[config.mk]
export PLATFORM = sky130hd
export DESIGN_NAME = srtf_scheduler
export DESIGN_NICKNAME = d
export VERILOG_FILES = /design/src/hdl/srtf_pkg.sv /design/src/hdl/srtf_cell.sv /design/src/hdl/srtf_scheduler.sv
export SDC_FILE = /design/constraint.sdc
export NUM_CORES = 2
export LEC_CHECK = 0
export BUFFER_PORTS_ARGS = -buffer_cell sky130_fd_sc_hd__buf_2
export CORE_MARGIN = 1.5
export CORE_UTILIZATION = 60
export DETAILED_ROUTE_END_ITERATION = 6
export PLACE_DENSITY = 0.84
export SLEW_MARGIN = 20
export SYNTH_ARGS = -nofsm -noshare
export SYNTH_HDL_FRONTEND = slang
export SYNTH_SLANG_ARGS = --single-unit
[constraint.sdc]
create_clock -name clk -period 6.89 [get_ports clk]
set_input_delay 1.378 -clock clk [delete_from_list [all_inputs] [get_ports clk]]
set_output_delay 1.378 -clock clk [all_outputs]
set_load 0.005 [all_outputs]
[src/hdl/srtf_pkg.sv]
`timescale 1ns / 1ps

package srtf_pkg;

	localparam logic FUNC_LOAD = 1'b0;
	localparam logic FUNC_TICK = 1'b1;

	localparam logic [1:0] NBUSY_NONE = 2'd0;
	localparam logic [1:0] NBUSY_ONE  = 2'd1;
	localparam logic [1:0] NBUSY_MANY = 2'd2;

	typedef struct packed {
		logic       go;
		logic       found;
		logic [1:0] nbusy;
	} tok_ctl_t;

	typedef struct packed {
		logic load;
		logic dec;
	} cell_cmd_t;

endpackage

[src/hdl/srtf_cell.sv]
`timescale 1ns / 1ps

module srtf_cell #(
	parameter int IDX_W     = 4,
	parameter int TIME_BITS = 16,
	parameter int CELL_IDX  = 0
) (
	input  logic                 clk,
	input  logic                 arst_n,
	input  srtf_pkg::cell_cmd_t  cmd,
	input  logic [IDX_W-1:0]     cmd_idx,
	input  logic [TIME_BITS-1:0] ld_arr,
	input  logic [TIME_BITS-1:0] ld_burst,
	input  logic [TIME_BITS-1:0] now,
	input  srtf_pkg::tok_ctl_t   ctl_in,
	input  logic [TIME_BITS-1:0] rem_in,
	input  logic [IDX_W-1:0]     idx_in,
	input  logic [TIME_BITS-1:0] arr_in,
	input  logic [TIME_BITS-1:0] burst_in,
	output srtf_pkg::tok_ctl_t   ctl_out,
	output logic [TIME_BITS-1:0] rem_out,
	output logic [IDX_W-1:0]     idx_out,
	output logic [TIME_BITS-1:0] arr_out,
	output logic [TIME_BITS-1:0] burst_out
);
	import srtf_pkg::*;

	logic                 loaded_q;
	logic [TIME_BITS-1:0] rem_q;
	logic [TIME_BITS-1:0] arr_q;
	logic [TIME_BITS-1:0] burst_q;
	tok_ctl_t             ctl_q;
	logic [TIME_BITS-1:0] rem_out_q;
	logic [IDX_W-1:0]     idx_out_q;
	logic [TIME_BITS-1:0] arr_out_q;
	logic [TIME_BITS-1:0] burst_out_q;

	logic       hit;
	logic       busy;
	logic       cand;
	logic       take;
	logic [1:0] nbusy_nxt;

	assign hit  = (cmd_idx == IDX_W'(CELL_IDX));
	assign busy = loaded_q && (rem_q != '0);
	assign cand = busy && (arr_q <= now);
	assign take = cand && (!ctl_in.found || (rem_q < rem_in));

	always_comb begin
		nbusy_nxt = ctl_in.nbusy;
		if (busy && ctl_in.nbusy != NBUSY_MANY) begin
			nbusy_nxt = ctl_in.nbusy + 2'd1;
		end
	end

	always_ff @(posedge clk or negedge arst_n) begin
		if (!arst_n) begin
			loaded_q <= 1'b0;
			rem_q    <= '0;
		end else if (cmd.load && hit) begin
			loaded_q <= 1'b1;
			rem_q    <= ld_burst;
		end else if (cmd.dec && hit) begin
			rem_q <= rem_q - TIME_BITS'(1);
		end
	end

	always_ff @(posedge clk) begin
		if (cmd.load && hit) begin
			arr_q   <= ld_arr;
			burst_q <= ld_burst;
		end
	end

	always_ff @(posedge clk or negedge arst_n) begin
		if (!arst_n) begin
			ctl_q <= '0;
		end else begin
			ctl_q.go    <= ctl_in.go;
			ctl_q.found <= ctl_in.found || take;
			ctl_q.nbusy <= nbusy_nxt;
		end
	end

	always_ff @(posedge clk) begin
		if (take) begin
			rem_out_q   <= rem_q;
			idx_out_q   <= IDX_W'(CELL_IDX);
			arr_out_q   <= arr_q;
			burst_out_q <= burst_q;
		end else begin
			rem_out_q   <= rem_in;
			idx_out_q   <= idx_in;
			arr_out_q   <= arr_in;
			burst_out_q <= burst_in;
		end
	end

	assign ctl_out   = ctl_q;
	assign rem_out   = rem_out_q;
	assign idx_out   = idx_out_q;
	assign arr_out   = arr_out_q;
	assign burst_out = burst_out_q;

endmodule

[src/hdl/srtf_scheduler.sv]
// Channel | Direction | Handshake           | Payload
// in      | input     | in_valid, in_stall   | func, slot, arrival_time, burst_length
// out     | output    | out_valid, out_stall | chosen_slot, idle, finished, waiting_time,
//         |           |                      | turnaround_time, tick_time, all_done
//
// A load word produces no result.
// In a tick word the search token steps through the row of cells one cell per cycle;
// when it leaves the row the winner is captured and its slot updated, and the result
// is then formed in the output register once that register is free.
// Reset clears every slot, the time counter and the output valid flag.
// A stalled output holds its word; a new input word is accepted meanwhile, but a tick
// waits for the output register to free before it completes.
`timescale 1ns / 1ps

module srtf_scheduler #(
	parameter int MAX_PROCS = 16,
	parameter int TIME_BITS = 16
) (
	input  logic        clk,
	input  logic        arst_n,
	input  logic        in_valid,
	output logic        in_stall,
	input  logic        func,
	input  logic [3:0]  slot,
	input  logic [15:0] arrival_time,
	input  logic [15:0] burst_length,
	output logic        out_valid,
	input  logic        out_stall,
	output logic [3:0]  chosen_slot,
	output logic        idle,
	output logic        finished,
	output logic [15:0] waiting_time,
	output logic [15:0] turnaround_time,
	output logic [15:0] tick_time,
	output logic        all_done
);
	import srtf_pkg::*;

	localparam int IDX_W = $clog2(MAX_PROCS);
	localparam logic [TIME_BITS-1:0] TMAX = {TIME_BITS{1'b1}};

	localparam logic [1:0] ST_IDLE  = 2'd0;
	localparam logic [1:0] ST_SWEEP = 2'd1;
	localparam logic [1:0] ST_EMIT  = 2'd2;

	logic [1:0]           state_q;
	logic [TIME_BITS-1:0] now_q;
	logic [TIME_BITS-1:0] fin_q;

	logic                 st_found_q;
	logic [IDX_W-1:0]     st_idx_q;
	logic [TIME_BITS-1:0] st_turn_q;
	logic [TIME_BITS-1:0] st_burst_q;
	logic                 st_done_q;
	logic                 st_all_q;
	logic [TIME_BITS-1:0] st_tick_q;

	logic        out_valid_q;
	logic [3:0]  chosen_q;
	logic        idle_q;
	logic        finished_q;
	logic [15:0] waiting_q;
	logic [15:0] turn_q;
	logic [15:0] tick_q;
	logic        all_done_q;

	tok_ctl_t             ch_ctl   [MAX_PROCS+1];
	logic [TIME_BITS-1:0] ch_rem   [MAX_PROCS+1];
	logic [IDX_W-1:0]     ch_idx   [MAX_PROCS+1];
	logic [TIME_BITS-1:0] ch_arr   [MAX_PROCS+1];
	logic [TIME_BITS-1:0] ch_burst [MAX_PROCS+1];
	logic [MAX_PROCS:0]   go_vec;

	logic                 accept;
	logic                 load_hit;
	logic                 tick_start;
	logic                 sweep_end;
	logic                 out_free;
	cell_cmd_t            cmd;
	logic [IDX_W-1:0]     cmd_idx;
	logic [TIME_BITS-1:0] ld_arr;
	logic [TIME_BITS-1:0] ld_burst;
	logic [TIME_BITS-1:0] turn_nxt;
	logic [TIME_BITS-1:0] wait_nxt;
	logic                 done_nxt;
	logic                 all_nxt;

	assign in_stall   = (state_q != ST_IDLE);
	assign accept     = in_valid && !in_stall;
	assign load_hit   = (int'(slot) < MAX_PROCS);
	assign tick_start = accept && (func == FUNC_TICK);
	assign sweep_end  = (state_q == ST_SWEEP) && ch_ctl[MAX_PROCS].go;
	assign out_free   = !out_valid_q || !out_stall;

	assign ld_arr   = TIME_BITS'(arrival_time);
	assign ld_burst = TIME_BITS'(burst_length);

	assign cmd.load = accept && (func == FUNC_LOAD) && load_hit;
	assign cmd.dec  = sweep_end && ch_ctl[MAX_PROCS].found;
	assign cmd_idx  = cmd.load ? IDX_W'(slot) : ch_idx[MAX_PROCS];

	assign ch_ctl[0]   = '{go: tick_start, found: 1'b0, nbusy: NBUSY_NONE};
	assign ch_rem[0]   = '0;
	assign ch_idx[0]   = '0;
	assign ch_arr[0]   = '0;
	assign ch_burst[0] = '0;

	genvar gi;
	generate
		for (gi = 0; gi < MAX_PROCS; gi++) begin : g_cell
			srtf_cell #(
				.IDX_W     (IDX_W),
				.TIME_BITS (TIME_BITS),
				.CELL_IDX  (gi)
			) u_cell (
				.clk       (clk),
				.arst_n    (arst_n),
				.cmd       (cmd),
				.cmd_idx   (cmd_idx),
				.ld_arr    (ld_arr),
				.ld_burst  (ld_burst),
				.now       (now_q),
				.ctl_in    (ch_ctl[gi]),
				.rem_in    (ch_rem[gi]),
				.idx_in    (ch_idx[gi]),
				.arr_in    (ch_arr[gi]),
				.burst_in  (ch_burst[gi]),
				.ctl_out   (ch_ctl[gi+1]),
				.rem_out   (ch_rem[gi+1]),
				.idx_out   (ch_idx[gi+1]),
				.arr_out   (ch_arr[gi+1]),
				.burst_out (ch_burst[gi+1])
			);
		end
		for (gi = 0; gi <= MAX_PROCS; gi++) begin : g_go
			assign go_vec[gi] = ch_ctl[gi].go;
		end
	endgenerate

	always_comb begin
		turn_nxt = '0;
		if (fin_q >= ch_arr[MAX_PROCS]) begin
			turn_nxt = fin_q - ch_arr[MAX_PROCS];
		end
		done_nxt = ch_ctl[MAX_PROCS].found && (ch_rem[MAX_PROCS] == TIME_BITS'(1));
		all_nxt  = (ch_ctl[MAX_PROCS].nbusy == NBUSY_NONE) ||
			((ch_ctl[MAX_PROCS].nbusy == NBUSY_ONE) && done_nxt);
		wait_nxt = '0;
		if (st_turn_q >= st_burst_q) begin
			wait_nxt = st_turn_q - st_burst_q;
		end
	end

	always_ff @(posedge clk or negedge arst_n) begin
		if (!arst_n) begin
			state_q <= ST_IDLE;
		end else begin
			unique case (state_q)
				ST_IDLE: begin
					if (tick_start) begin
						state_q <= ST_SWEEP;
					end
				end
				ST_SWEEP: begin
					if (sweep_end) begin
						state_q <= ST_EMIT;
					end
				end
				ST_EMIT: begin
					if (out_free) begin
						state_q <= ST_IDLE;
					end
				end
				default: begin
					state_q <= ST_IDLE;
				end
			endcase
		end
	end

	always_ff @(posedge clk or negedge arst_n) begin
		if (!arst_n) begin
			now_q <= '0;
		end else if (sweep_end && now_q != TMAX) begin
			now_q <= now_q + TIME_BITS'(1);
		end
	end

	always_ff @(posedge clk) begin
		if (tick_start) begin
			fin_q <= (now_q != TMAX) ? now_q + TIME_BITS'(1) : now_q;
		end
		if (sweep_end) begin
			st_found_q <= ch_ctl[MAX_PROCS].found;
			st_idx_q   <= ch_idx[MAX_PROCS];
			st_turn_q  <= turn_nxt;
			st_burst_q <= ch_burst[MAX_PROCS];
			st_done_q  <= done_nxt;
			st_all_q   <= all_nxt;
			st_tick_q  <= now_q;
		end
	end

	always_ff @(posedge clk or negedge arst_n) begin
		if (!arst_n) begin
			out_valid_q <= 1'b0;
		end else if (state_q == ST_EMIT && out_free) begin
			out_valid_q <= 1'b1;
		end else if (!out_stall) begin
			out_valid_q <= 1'b0;
		end
	end

	always_ff @(posedge clk) begin
		if (state_q == ST_EMIT && out_free) begin
			chosen_q   <= st_found_q ? 4'(st_idx_q) : 4'd0;
			idle_q     <= !st_found_q;
			finished_q <= st_done_q;
			waiting_q  <= st_done_q ? 16'(wait_nxt) : 16'd0;
			turn_q     <= st_done_q ? 16'(st_turn_q) : 16'd0;
			tick_q     <= 16'(st_tick_q);
			all_done_q <= st_all_q;
		end
	end

	assign out_valid       = out_valid_q;
	assign chosen_slot     = chosen_q;
	assign idle            = idle_q;
	assign finished        = finished_q;
	assign waiting_time    = waiting_q;
	assign turnaround_time = turn_q;
	assign tick_time       = tick_q;
	assign all_done        = all_done_q;

	a_one_token: assert property (@(posedge clk) disable iff (!arst_n)
		$countones(go_vec) <= 1)
		else $error("More than one search token in the row of cells.");

	a_token_in_sweep: assert property (@(posedge clk) disable iff (!arst_n)
		ch_ctl[MAX_PROCS].go |-> state_q == ST_SWEEP)
		else $error("Search token left the row outside a sweep.");

	a_winner_has_work: assert property (@(posedge clk) disable iff (!arst_n)
		(sweep_end && ch_ctl[MAX_PROCS].found) |-> ch_rem[MAX_PROCS] != '0)
		else $error("Chosen slot has no remaining work.");

	a_time_monotonic: assert property (@(posedge clk) disable iff (!arst_n)
		1'b1 |=> now_q >= $past(now_q))
		else $error("Time counter went backwards.");

	a_finish_not_idle: assert property (@(posedge clk) disable iff (!arst_n)
		(out_valid_q && finished_q) |-> !idle_q)
		else $error("Idle tick reported a finished process.");

endmodule

==> metrics.cfg <==
[routing]
drtPass1Iterations=6
drtIter0Drc=5770
ant_nets=0
finalWirelength_mm=199
wire_per_inst_um=23.9
vias_per_cell=6.28
vias=52361
drc=0

[sta]
clock.fmax_mhz=216
drv_slew=0
worst_slew_pin_slew_ps=1230
setup_tns_ps=0
finalSetupViolCount=0
fin_crit_sh=0.673
finalCriticalPeriod_ps=4640
slew_headroom=0.176
finalHoldViolations=0
rsz0062_at_grt=no
fin_worst_skew_ps=54.2

[power]
leakagePower_nw=34.6
power_density_mw_per_mm2=393
irDropWorstVdd_uv=291

[die]
initial_core_util=0.605
num_rows=131
core_area_mm2=0.128
io-pin-count=98
die_w_um=362
die_h_um=362
die-area_mm2=0.131

[cts]
clk_pin_slew_ps=60
cts_made_buffers=173
cts_sinks=1809
clock_latency_ps=830
cts.path.max_buffers=3
htree_levels=4
cts_setup_buffers=0
cts_tree=done
ctsHoldBuffers=0
cts_resized=0
root_buffer=clkbuf_16

[global_routing]
grt_pass1_wl_mm=302
grt.met3_usage=0.0581
use_met2=0.492
grt_start_max_net_pins=140
first_global_vias=51828
grt.busiest_layer=met2
antenna_found_initial=11
grt_use_total=0.300
grtUsageMet1=0.386
grt.overflow.total=0

[finish]
nNetsFinal=7108
multi_input_area_mm2=0.0306
seq_area_mm2=0.0444
fin_area_mm2=0.0858
fillers=8603
final_layout_size_suffix_gt1_frac=0.184
area_delta_synth_final_pct=11.1

[synth]
synth_seq_cells=1809
synth-edff-count=638
syn_area_per_cell_um2=12.1
synth_fp_nets=6954
syn_inst=6366
synth-async-reset-ratio=0.196
ys_seq_area_frac=0.575
ys.flop_type=dfxtp_1
synth_cell_types=95
ys_warn_count=0
netlist_area_mm2=0.0772

[flow_run]
cap_violations=0

[critical_path]
cp.arrival_ps=5340
worstPathMaxFanout=36
cp-start-kind=flop
criticalPathCategory=flop to flop
end_kind=flop
critical_path_required_ps=7600

[worst_hold_path]
min_path_type=flop to flop

[placement]
place.gp.congestion=0.961
place_hpwl_mm=133
placed_cell_area_mm2=0.0798
io_buffers=97

[run_status]
status=finished, final reports clean

## final timing paths
| path | start | end | slack, ps | cells after the start |
|---|---|---|---|---|
| worst min register to register | g_cell[9].u_cell.ctl_out[3] | g_cell[10].u_cell.ctl_out[3] | 350 | 0 |
| worst max-delay path | now_q[1] | g_cell[12].u_cell.arr_out[4] | 2250 | 11 |
| worst min-delay path | g_cell[9].u_cell.ctl_out[3] | g_cell[10].u_cell.ctl_out[3] | 350 | 0 |
| worst max register to register | now_q[1] | g_cell[12].u_cell.arr_out[4] | 2250 | 11 |
| max in group asynchronous | arst_n | g_cell[15].u_cell.rem_q[3] | 4750 | 2 |
| min in group asynchronous | arst_n | now_q[0] | 610 | 1 |
## logic make-up (layout without fill, tap and decap cells)
group | count (synthesis) | in the layout | synth area share
adders and majority gates | 547 | 547 | 0.0888
AOI/OAI and AO/OA | 1295 | 1295 | 0.107
xor gates and xnor gates | 59 | 59 | 0.00669
and+or+nand+nor | 1347 | 1347 | 0.0871
muxes | 700 | 700 | 0.104
buffers and inverters | 609 | 916 | 0.0319
DFF | 1809 | 1809 | 0.575
other | 0 | 6 | 0
## metal layers
metal	wire length [um]	vias up
met5	103	-
met4	9300	16
met3	16700	531
met2	93700	2404
met1	79400	25749
li1	-	23661
## sequential cells by signal, summed over array words and instances (netlist names), 4 cells and up
signal / cells
turnaround_time: 16
fin_q: 16
st_idx_q: 4
waiting_time: 16
st_tick_q: 16
g_cell.u_cell.burst_q: 256
g_cell.u_cell.arr_q: 256
st_turn_q: 16
g_cell.u_cell.rem_q: 256
g_cell.u_cell.rem_out: 256
now_q: 16
chosen_slot: 4
g_cell.u_cell.ctl_out: 63
tick_time: 16
g_cell.u_cell.loaded_q: 16
g_cell.u_cell.burst_out: 256
g_cell.u_cell.idx_out: 49
st_burst_q: 16
g_cell.u_cell.arr_out: 256
## synth_stat cells (all sizes together), types with 8 or more instances
| cell | count | area, um^2 |
|---|---|---|
| o31a | 8 | 70.1 |
| nor2b | 44 | 275 |
| nor3b | 10 | 80.1 |
| nand4 | 100 | 626 |
| dfxtp | 817 | 16400 |
| mux2 | 660 | 7600 |
| a41oi | 30 | 263 |
| a22o | 12 | 106 |
| o211ai | 27 | 203 |
| and4 | 8 | 70.1 |
| clkbuf | 150 | 563 |
| and2 | 74 | 463 |
| a211oi | 30 | 225 |
| buf | 60 | 403 |
| a21oi | 419 | 2100 |
| a211o | 11 | 96.3 |
| and3 | 18 | 113 |
| o41ai | 15 | 161 |
| o31ai | 32 | 273 |
| a221oi | 13 | 114 |
| a31oi | 117 | 732 |
| o21ai | 271 | 1360 |
| inv | 397 | 1490 |
| o21bai | 11 | 82.6 |
| o21a | 45 | 338 |
| or2 | 49 | 307 |
| ha | 545 | 6820 |
| nor2 | 378 | 1420 |
| or4 | 29 | 223 |
| dfrtp | 354 | 8860 |
| nand2b | 58 | 363 |
| o22a | 127 | 1110 |
| nor4 | 48 | 300 |
| xnor2 | 52 | 455 |
| edfxtp | 638 | 19200 |
| a2111oi | 12 | 105 |
| o22ai | 15 | 93.8 |
| or3 | 45 | 292 |
| nor3 | 100 | 517 |
| nand3 | 102 | 510 |
| a21o | 37 | 278 |
| nand2 | 265 | 995 |
| mux2i | 40 | 400 |
## layout make-up
cell class                      instances  area share
Clock inverter                         64      0.0101
Multi-Input combinational cell       3948       0.357
Tap cell                             1662      0.0242
Antenna cell                            6    0.000175
Inverter                              399      0.0175
Clock buffer                          264      0.0593
Timing Repair Buffer                  189      0.0150
Sequential cell                      1809       0.517
## through the flow
stage               cells  hold slack (ps)  setup WS (ps)  utilization  power [W]
floorplan            6366              331           2320            -     0.0209
global placement     8003              334           2170        0.625     0.0233
detailed placement   8006              336           2090        0.625     0.0237
CTS                  8334              346           2320        0.672     0.0337
global route         8335              349           2090        0.672     0.0352
finish               8341              345           2250        0.672     0.0337
## worst max-delay path, stage by stage, from the launching register on
cell	delay (ps)
dfrtp_1	460
inv_1	580
buf_4	310
ha_1	270
nor2b_1	150
o211ai_1	160
a2111oi_0	130
a21oi_1	150
o211ai_1	270
a211oi_4	990
buf_4	580
mux2_2	400
## power breakdown
group          internal (W)  switching [W]  leakage (nW)
registers            0.0136        0.00150          17.1
clock network       0.00557        0.00421          2.90
logic               0.00395        0.00485          14.5
total                0.0231         0.0106          34.6
## cell usage in the layout, fill, tap and decap left out, types with 53 or more instances in the layout
cell / netlist / final
nor2_1: 378 / 372
and2_1: 72 / 70
o22a_1: 127 / 127
inv_1: 396 / 394
clkbuf_1: 150 / 53
ha_1: 545 / 545
nor3_1: 98 / 97
nand2_1: 265 / 264
mux2_2: 606 / 606
a21oi_1: 418 / 414
edfxtp_1: 638 / 638
nand2b_1: 58 / 58
dfxtp_1: 817 / 817
clkbuf_16: 0 / 176
buf_4: 5 / 84
nand3_1: 102 / 101
nand4_1: 100 / 100
o21ai_0: 266 / 266
dfrtp_1: 354 / 354
a31oi_1: 117 / 117
buf_2: 39 / 96
(Power assumes the default switching activity.)
